<file path="config.mk">
export PLATFORM = sky130hd
export DESIGN_NAME = kli_ram
export DESIGN_NICKNAME = d
export VERILOG_FILES = /design/src/hw/rtl/kli_ram.sv
export SDC_FILE = /design/constraint.sdc
export NUM_CORES = 2
export LEC_CHECK = 0
export CORE_MARGIN = 10
export CORE_UTILIZATION = 55
export DETAILED_ROUTE_END_ITERATION = 8
export DONT_BUFFER_PORTS = 1
export PLACE_DENSITY = 0.7
export SLEW_MARGIN = 10
export SYNTH_ARGS = -nofsm -noshare
export SYNTH_HDL_FRONTEND = slang
export SYNTH_SLANG_ARGS = --single-unit
</file>
<file path="constraint.sdc">
create_clock -name clk -period 4.2 [get_ports clk]
set_clock_uncertainty 0.2 [all_clocks]
set_input_delay 0.21 -clock clk [delete_from_list [all_inputs] [get_ports clk]]
set_output_delay 0.21 -clock clk [all_outputs]
set_load 0.01 [all_outputs]
</file>
<file path="src/hw/rtl/kli_ram.sv">
// Generic single-write, single-read synchronous RAM with registered read data.
// No dependencies.
module kli_ram #(
  parameter int WIDTH = 32,
  parameter int DEPTH = 64
) (
  input  logic                     clk,
  input  logic                     we,
  input  logic [$clog2(DEPTH)-1:0] waddr,
  input  logic [WIDTH-1:0]         wdata,
  input  logic [$clog2(DEPTH)-1:0] raddr,
  output logic [WIDTH-1:0]         rdata
);

  logic [WIDTH-1:0] mem [DEPTH];

  always_ff @(posedge clk) begin
    if (we) begin
      mem[waddr] <= wdata;
    end
    rdata <= mem[raddr];
  end

endmodule

</file>
* Yosys cells after proc, flatten, opt, wreduce, memory -nomap -nowiden
Memories as Yosys holds them, arrays and structs flattened. A register that Yosys moved wholly into a read port is not among the register bits.
Cells that the tools add are included.
** Cells by class
- Mux-type cells :: 2
** Operators with widths (number)
- 1-bit two-way mux :: 2
** Word-level totals
- Register bits :: 0
- Memory bits (writable) :: 2048
- Output and inout bits :: 32
- Logic and storage cells :: 3
- Memories kept :: 1
** Memories
- mem :: depth 64, width 32, rd ports 1, clocked after Yosys merged registers in 1, wr ports 1, RTL line 15 : logic [WIDTH-1:0] mem [DEPTH];

* Longest topological paths before layout
- Depth in word-level cells :: 2
- Depth in mapped cells :: 10
- Mapped depth without buffers :: 5

* Worst setup path after synthesis
No wires, ideal clock.
- Kind :: input -> register
- Start point :: input waddr[3]
- End point :: memory mem[48][0], enable pin
- Setup time :: 0.461 ns
- Data arrival time :: 2.909 ns
- Slack :: 0.630 ns
- Stages :: 4
- Path buffers :: 1
- Path through :: clkbuf_1 -> nor2b_1 -> nand4b_1 -> nor3_1
** RTL lines
- start: declaration :: RTL line 9 : input logic [$clog2(DEPTH)-1:0] waddr,
- end: declaration :: RTL line 15
No word-level cell before the write port.

==> results_dict.tcl <==
set metrics [dict create \
    grt_pass1_vias 37460 \
    cts_max_level 4 \
    final_hold_viol_count 1 \
    post_drt_via_cell_ratio 6.672 \
    place.gp.congestion 0.8131 \
    violations "negative hold slack, max-slew violations, negative setup slack" \
    rrSetupSlack_ns 0.95 \
    dpl_worst_slack_ns 1.235 \
    grt_usage_pct 25.08 \
    antenna_found_initial 12 \
    routedWlPerCell_um 35.27 \
    worstSetupPathDepth 7 \
    ioPinCount 78 \
    drive_gt1_share_pct 28.06 \
    netlist-cell-type-count 34 \
    ctsLongestPathBuffers 3 \
    critPathRequiredTime_ns 4.72 \
    routed_wl_mm 197.4 \
    hold-worst-slack_ns -0.05679 \
    die_x_um 397.8 \
    gr-total-overflow 0 \
    start_util_pct 55.39 \
    crit_family "multiplexers" \
    ant_nets 0 \
    cts_tree "done" \
    startpoint_type "input pin" \
    ir_drop_mv 0.3693 \
    synthCells 3324 \
    cp_num_buf_inv 2 \
    post-route-util_pct 63.04 \
    cp-end-kind "register" \
    clk_pin_slew_ns 0.07 \
    grt_max_degree 511 \
    numCtsBuffers 194 \
    power_mw 42.83 \
    clk_latency_ns 0.83 \
    fill_cells 9066 \
    max_stage_delay_ns 1.59 \
    multi_input_area_um2 15970 \
    slew_viol_final 637 \
    dieArea_um2 158300 \
    drc_errors 0 \
    avgSynthCellArea_um2 23.62 \
    r2r_start "mem[31][21]" \
    core_um2 141800 \
    area_growth_pct 13.82 \
    yosysSeqAreaShare_pct 79.14 \
    critPathMaxFanout 510 \
    cts_root_buffer "clkbuf_16" \
    drt_iter0_drc 5435 \
    met2_usage_pct 38.42 \
    rows 138 \
    setup.worst_path.start "raddr[0]" \
    cts_setup_buffers 0 \
    dpl_cell_area_um2 81170 \
    period_share_pct 112.5 \
    dieHeight_um 397.8 \
    crit_slowest_cell "mux4_2" \
    fmax_mhz 211.6 \
    dp_hpwl_mm 104.1 \
    leakagePower_nw 27.77 \
    maxCapViolations 0 \
    final_cell_area_um2 89360 \
    cts.sinks 2080 \
    min_period_ns 4.725 \
    syn_area_um2 78520 \
    use_met1_pct 36.63 \
    worst_r2r_path_depth 6 \
    finalWorstSetupSlack_ns -0.5253 \
    min_path_type "input pin to register" \
    syn_nets 3370 \
    powerDensity_nw_per_um2 479.3 \
    top_usage_layer "met2" \
    final_common_cell "edfxtp_1" \
    slew_headroom_pct -116.5 \
    tightest_slew_ns 3.248 \
    r2r-end "rdata[21]" \
    grt_pass1_wl_mm 283.2 \
    layout.cells.most_common_list "2048 x edfxtp_1, 544 x mux4_2, 199 x clkbuf_16" \
    ys_warn_count 0 \
    cp.arrival_ns 5.24 \
    rsz0062_at_grt "no" \
    firstDrtPassIters 6 \
    nNetsFinal 3578 \
    setup-violations-final 6 \
    setup.worst_path.end "rdata[30]" \
    vias 37340 \
    met3_usage_pct 5.340 \
    status "finished with violations" \
    synth_seq_cells 2080 \
    numPortBuffers 0 \
    cp_cell_sequence "mux4_2 > o221ai_1 > a21oi_1 > a21oi_1 > dlygate4sd3_1 > nor2_1 > dlygate4sd3_1" \
    critical_path_class "input pin to register" \
    regArea_um2 62140 \
]
-- per-layer routing --
| metal | wire [µm] | part of all wire (%) | vias to the layer above |
|---|---|---|---|
| met3 | 22340 | 11 | 317 |
| met2 | 93800 | 48 | 2391 |
| met5 | 89 | 0.045 | - |
| met4 | 6031 | 3.1 | 12 |
| li1 | - | - | 14720 |
| met1 | 75110 | 38 | 19900 |
-- cells in the mapped netlist --
master | number | area share [%]
a21oi_1 | 62 | 0.40
a22oi_1 | 12 | 0.11
a311oi_1 | 8 | 0.089
a31oi_1 | 1 | 0.0080
a41o_1 | 4 | 0.051
and2_1 | 2 | 0.016
and3_1 | 4 | 0.032
buf_1 | 21 | 0.10
buf_2 | 57 | 0.36
buf_4 | 25 | 0.24
buf_6 | 5 | 0.072
clkbuf_1 | 74 | 0.35
dfxtp_1 | 32 | 0.82
edfxtp_1 | 2048 | 78
mux2i_1 | 93 | 1.2
mux4_2 | 544 | 16
nand2_1 | 26 | 0.12
nand2b_1 | 8 | 0.064
nand3_1 | 5 | 0.032
nand3b_1 | 5 | 0.048
nand4_1 | 2 | 0.016
nand4b_1 | 1 | 0.011
nor2_1 | 137 | 0.65
nor2b_1 | 15 | 0.12
nor3_1 | 7 | 0.045
o221ai_1 | 27 | 0.30
o22ai_1 | 84 | 0.67
o32ai_1 | 4 | 0.045
or2_0 | 1 | 0.0080
or2_1 | 1 | 0.0080
or2_2 | 1 | 0.0080
or3_1 | 3 | 0.024
or3b_1 | 2 | 0.022
or3b_2 | 3 | 0.033
-- cells by family (layout without fill, tap and decap cells) --
logic type             Yosys count  after routing  synth area share [%]
multiplexers                   637            637                 16.79
flip-flops                    2080           2080                 79.14
buffers and inverters          182            561                 1.128
AND/OR/NAND/NOR                223            223                 1.265
other                            0              3                     0
AO/OA/AOI/OAI                  202            202                 1.673
-- power by group --
part | internal (mW) | total, mW | switching, mW
sequential | 23.0 | 23.1 | 0.120
combinational | 0.894 | 1.97 | 1.07
clock | 10.2 | 17.8 | 7.58
total | 34.1 | 42.8 | 8.77
-- layout make-up --
type,count,share of cell area (%)
clock buffers,252,5.997
multi-input cells,1062,17.87
flip-flops and latches,2080,69.54
clock inverters,115,1.264
diodes,3,0.008401
well taps,1890,2.646
repair buffers,194,2.680
-- sequential cells by signal, indices dropped and copies added (netlist names) --
| signal | flops |
|---|---|
| mem | 2048 |
| rdata | 32 |
-- worst register-to-register path, cell delays in order (launching register included) --
cell           delay, ns
edfxtp_1            0.36
mux4_2              0.54
mux4_2              0.52
o22ai_1             0.23
dlygate4sd3_1       0.66
nor2_1              0.06
dlygate4sd3_1       0.56
-- stage by stage --
| step | TNS, ns | cells |
|---|---|---|
| after detailed placement | 0 | 5120 |
| after global routing | 0 | 5596 |
| after floorplan | 0 | 3324 |
| after global placement | 0 | 5120 |
| final | -1.356 | 5596 |
| after CTS | 0 | 5590 |
-- how the worst min path moves through the flow --
stage,startpoint,endpoint,depth (start not counted)
finish,raddr[0],rdata[24],4
global route,raddr[0],rdata[24],4
CTS,waddr[3],mem[33][20],2
detailed placement,wdata[2],mem[34][2],0
global placement,wdata[2],mem[36][2],0
floorplan,wdata[0],mem[0][0],0
-- timing repair --
action	CTS	global route
gates resized for setup	0	0
hold buffers	103	3
endpoints found under the setup margin	0	0
endpoints found under the hold margin	2336	3
No activity file was read; power rests on OpenSTA's default activity.
