[config.mk]
export PLATFORM = sky130hd
export DESIGN_NAME = kli_div
export DESIGN_NICKNAME = d
export VERILOG_FILES = /design/src/hw/rtl/kli_div.sv
export SDC_FILE = /design/constraint.sdc
export NUM_CORES = 1
export LEC_CHECK = 0
export ABC_AREA = 1
export BUFFER_PORTS_ARGS = -buffer_cell sky130_fd_sc_hd__clkbuf_2
export CAP_MARGIN = 20
export CORE_ASPECT_RATIO = 0.8
export CORE_UTILIZATION = 64
export CTS_BUF_LIST = sky130_fd_sc_hd__clkbuf_4 sky130_fd_sc_hd__clkbuf_8 sky130_fd_sc_hd__clkbuf_16
export DETAILED_ROUTE_END_ITERATION = 8
export PLACE_DENSITY = 0.87
export SLEW_MARGIN = 20
export SYNTH_ARGS = -nofsm -noshare
export SYNTH_HDL_FRONTEND = slang
export SYNTH_SLANG_ARGS = --single-unit
[constraint.sdc]
create_clock -name clk -period 8.14 [get_ports clk]
set_clock_uncertainty 0.15 [all_clocks]
set_input_delay 0.814 -clock clk [delete_from_list [all_inputs] [get_ports clk]]
set_output_delay 0.814 -clock clk [all_outputs]
set_load 0.02 [all_outputs]
[src/hw/rtl/kli_div.sv]
// Bit-serial restoring divider for the blend fraction: (num << FRAC_BITS) / den,
// with num <= den, one quotient bit per cycle. Uses no package items.
module kli_div #(
  parameter int FRAC_BITS = 16
) (
  input  logic               clk,
  input  logic               rst_n,
  input  logic               start,
  input  logic [31:0]        num,
  input  logic [31:0]        den,
  output logic               busy,
  output logic [FRAC_BITS:0] quot
);

  localparam int CNTW = $clog2(FRAC_BITS + 1);

  logic              busy_r;
  logic [CNTW-1:0]   cnt_r;
  logic [32:0]       rem_r;
  logic [31:0]       den_r;
  logic [FRAC_BITS:0] quot_r;

  logic [32:0] trial;
  logic        ge;

  // First step tests the integer bit without a shift.
  assign trial = (cnt_r == '0) ? rem_r : {rem_r[31:0], 1'b0};
  assign ge    = trial >= {1'b0, den_r};

  always_ff @(posedge clk) begin
    if (!rst_n) begin
      busy_r <= 1'b0;
    end else if (start) begin
      busy_r <= 1'b1;
    end else if (busy_r && (cnt_r == CNTW'(FRAC_BITS))) begin
      busy_r <= 1'b0;
    end
  end

  always_ff @(posedge clk) begin
    if (start) begin
      rem_r <= {1'b0, num};
      den_r <= den;
      cnt_r <= '0;
    end else if (busy_r) begin
      rem_r  <= ge ? (trial - {1'b0, den_r}) : trial;
      quot_r <= {quot_r[FRAC_BITS-1:0], ge};
      cnt_r  <= cnt_r + CNTW'(1);
    end
  end

  assign busy = busy_r;
  assign quot = quot_r;

endmodule
# After elaboration in Yosys (flattened, before gate mapping)
# Cells that the tools add are included.
# classes
n_eq_ne	1
addsub	2
mux	6
n_bitwise	1
n_lt_le_gt_ge	1
n_reduce_logical	5
# ops
cell	count
$mux W33	2
$mux W32	2
$ge A33 B32 Y1	1
$sub A33 B32 Y33	1
$add A5 B1 Y5 const B	1
$eq A5 B5 Y1 const B	1
$logic_not A5 Y1	1
$reduce_bool A2 Y1	2
$mux W1	2
$reduce_and A2 Y1	1
$logic_and A1 B1 Y1	1
$not A1 Y1	1
# word_totals
in_bits	67
elab_cells	22
output_inout_bits	18
regBits	88

# Logic depth before layout (Yosys ltp)
# depth
depth_word	6
mapped_depth	23
mapped_depth_nobuf	22

# Worst setup path before layout
# OpenSTA, ideal clock, no wires.
# synth_timing
path_kind	flip-flop to flip-flop
start	register cnt_r[1]
end	register rem_r[16], data pin
t_required_ns	7.736
arrival_time_ns	2.670
synth_period_minus_slack_ns	3.074
setup_slack_ns	5.066
stages_incl_launch_ff	20
n_path_buf	1
setup_ns	0.254
cell_sequence	dfxtp_1 > inv_1 > ha_1 > nand3_2 > inv_2 > clkbuf_1 > nand2_1 > ha_1 > fa_1 > inv_1 > nand3_1 > nand2_1 > nand2_1 > nand2_1 > inv_1 > o21bai_1 > xnor2_1 > nand2_1 > nand3_1 > nand2_1
# synth_via
elab_chain_cells	6
elab_cells_between_ends	7
classes_between	1 x add/sub; 1 x order compare; 4 x mux; 1 x reduce/logical
# synth_rtl
element	line_no	rtl
start: declaration	18	logic [CNTW-1:0] cnt_r;
start signal: assignment	48	cnt_r <= cnt_r + CNTW'(1);
$logic_not A5 Y1 *	27	assign trial = (cnt_r == '0) ? rem_r : {rem_r[31:0], 1'b0};
$mux W33 *	27	
$sub A33 B32 Y33 / $ge A33 B32 Y1 (equally long branches)	46, 28	
$mux W33 *	46	rem_r <= ge ? (trial - {1'b0, den_r}) : trial;
$mux W32 *	45	end else if (busy_r) begin
$mux W32 *	41	if (start) begin
end signal: assignment	42	rem_r <= {1'b0, num};
end signal: assignment	46	
end: declaration	19	logic [32:0] rem_r;
# Every way passes the cells marked *; elsewhere a longest branch is shown, timed or not. The select of a mux whose other input is x is not followed.
# A chain may end at the register's enable or synchronous reset.

# Final worst setup path
# layout_timing
start	register cnt_r[1]
end	register rem_r[23], data pin
# The elaborated chain is that of the path after synthesis.

==> results.toml <==
[synthesis]
synth_edf_count = 81
synth_top_cell_area_share_pct = 36.2
synthCells = 982
netlist_area_um2 = 6710
synth_nets = 1084
ys_top_cells_by_area = "edfxtp_1 36%, nand2_1 23%, inv_1 10%"
synth-seq-cells = 88
ys.flop_type = "edfxtp_1"
seq_area_frac_synth_pct = 38.3
avgSynthCellArea_um2 = 6.83
synthDistinctLibCells = 34
ys_warn_count = 0
synth_top_area_cell = "edfxtp_1"
synthArstFlopShare_pct = 0

[power_and_ir_drop]
p_int_w = 0.00116
power_w = 0.00214
p_per_area_nw_per_um2 = 285
p_sw_w = 0.000980
power.share.switching_pct = 45.7
p_comb_share_pct = 52.6
power.share.clock_pct = 19.2
vdd_drop_max_mv = 0.148
leakagePower_nw = 4.10
p_seq_share_pct = 28.2

[cells_and_area]
fin_nets = 1160
drive_gt1_share_pct = 10.8
area_delta_synth_final_pct = 12.0
final_area_um2 = 7510
diodes = 0

[sta]
rsz0062_at_grt = "no"
setup_viol_count_final = 0
drv_slew = 0
final.min_clock_period_ns = 4.95
worstMarginPinSlew_ns = 0.805
tns_ns = 0
hold_slack_ns = 0.302
min_period_over_period_pct = 60.8
slew-limit-headroom_pct = 46.2
hold_violations = 0
clock.fmax_mhz = 202

[placed_design]
globalplace.congestion = 1.00
placed_cell_area_um2 = 7210
portBuffers = 84
dp_hpwl_um = 13300

[drt]
routed_wirelength_um = 17400
firstDrtPassIters = 5
drc = 0
routedWlPerCell_um = 14.5
drtIter0Drc = 719
final_antenna_net_count = 0
vias = 6465
vias_per_cell = 5.37

[run]
cap_violations = 0

[floorplan]
die_w_um = 116
io_pins = 85
core-area_um2 = 10200
core.rowCount = 33
initial_core_util_pct = 65.5
die_area_um2 = 10900
die_h_um = 93.6

[worst_setup_path]
cpPeakStageDelay_ns = 0.62
required_ns = 8.09
crit_family = "simple AND/OR/NAND/NOR gates"
worstSetupStartpointType = "flop"
worstPathCellList = "inv_1 > ha_1 > nand3_2 > inv_2 > o21ai_0 > ha_1 > nand2_1 > nor2_1 > nand3_1 > nand3_2 > nand2_1 > nand2_2 > nand3_2 > nand2_4 > nand2_1 > nand3_1 > nand2_1"
crit_path_frequent_cell = "nand2_1"
critPathBufInv = 2
slowest_stage = "inv_2"
cp_data_arrival_time_ns = 4.90
cp_max_fo = 34
endpoint_kind = "flop"
worstSetupPathType = "flop to flop"

[worst_hold_path]
holdCritPathClass = "flop to flop"

[global_route]
grt_max_degree = 69
grt_overflow = 0
grt_pass1_wl_um = 27300
track_usage_pct = 33.6
grt_pass1_vias = 5587
antenna_found_initial = 0

[run_status]
status = "finished clean"

[cts]
htreeDepth = 3
tritoncts = "done"
clock_path_buffers = 2
hold_buffers = 0
numCtsBuffers = 9
ctsResizeCount = 0
clkTransAtPathRegs_ns = 0.07
clk_latency_ns = 0.35
clock-root-buffer = "clkbuf_16"
cts_sinks = 88
cts_setup_buffers = 0
worst paths after layout:
path                            startpoint   endpoint  slack [ns]  cells past startpoint
worst max-delay path              cnt_r[1]  rem_r[23]        3.19                     17
worst min-delay path               quot[6]    quot[7]        0.30                      0
worst max register to register    cnt_r[1]  rem_r[23]        3.19                     17
worst min register to register     quot[6]    quot[7]        0.30                      0
flip-flops by register name, indices dropped and copies added, names as in the netlist:
| register | flops |
|---|---|
| rem_r | 33 |
| den_r | 32 |
| quot | 17 |
| cnt_r | 5 |
| busy | 1 |
final cells by class:
class	count	area [um^2]
sequential	88	2570
inverter	182	683
clock inverter	7	75.1
multi-input combinational	690	3340
clock buffer	9	225
fill	861	2730
tap	140	175
timing repair buffer	87	443
layer usage:
metal  part of all wire, %  vias up  GRT usage [%]
met2                    40      365           46.8
li1                      -     3203              -
met3                    12       19           7.58
met5                     0        -              0
met1                    47     2878           52.1
met4                   1.1        0           7.80
synth_stat cells (2+ instances only):
master	instances
nand2_1	420
inv_1	178
edfxtp_1	81
nand3_1	60
nor2_1	49
ha_1	34
o21ai_0	28
nand3b_1	27
a21oi_1	18
xnor2_1	17
clkbuf_1	10
and2_1	9
dfxtp_1	7
nand4_1	7
buf_2	6
nor3_1	4
buf_6	3
inv_2	3
nand3_2	3
o21bai_1	3
buf_1	2
placed cells by master (no fill, tap or decap):
cell type and n:
ha_1 34, fa_1 1, a21o_1 1, a41oi_1 1, nand2_2 1, and3_1 1
nor2_4 1, nand3b_1 27, dfxtp_1 7, inv_1 178, a21oi_1 18, nand2_1 420
nor2_1 49, and2_1 9, inv_2 4, buf_4 3, clkbuf_16 9, nor3_1 4
nand2_4 1, clkbuf_2 84, or2_2 1, o21bai_1 3, o21ai_0 28, nand3_1 60
nand4_1 7, clkinv_8 1, clkinv_4 2, clkinvlp_4 1, xor2_1 1, inv_8 3
xnor2_1 17, nand3_2 3, a31oi_1 1, edfxtp_1 81, nor2_2 1
power by group through the flow:
stage	Combinational (W)	Sequential [W]	Clock (W)
floorplan	0.000816	0.000609	0
global placement	0.00106	0.000611	0
detailed placement	0.00107	0.000613	0
CTS	0.00109	0.000603	0.000416
global route	0.00125	0.000610	0.000432
finish	0.00113	0.000605	0.000412
cells by family (layout without fill, tap and decap cells):
group	Yosys count	after routing	share of synthesized area [%]
and+or+nand+nor	585	585	36.7
adders and majority gates	35	35	6.64
AOI/OAI and AO/OA	52	52	4.10
DFF	88	88	38.3
buffers and inverters	204	285	11.9
xor gates and xnor gates	18	18	2.35
stage by stage:
step           utilization, %  instances  worst slack [ns]
3_3_place_gp             70.4       1187              3.47
3_5_place_dp             70.4       1187              3.38
2_1_floorplan               -        982              5.07
5_1_grt                  73.4       1203              2.87
6_report                 73.4       1203              3.19
4_1_cts                  73.4       1203              3.32
No activity file was read; power rests on OpenSTA's default activity.
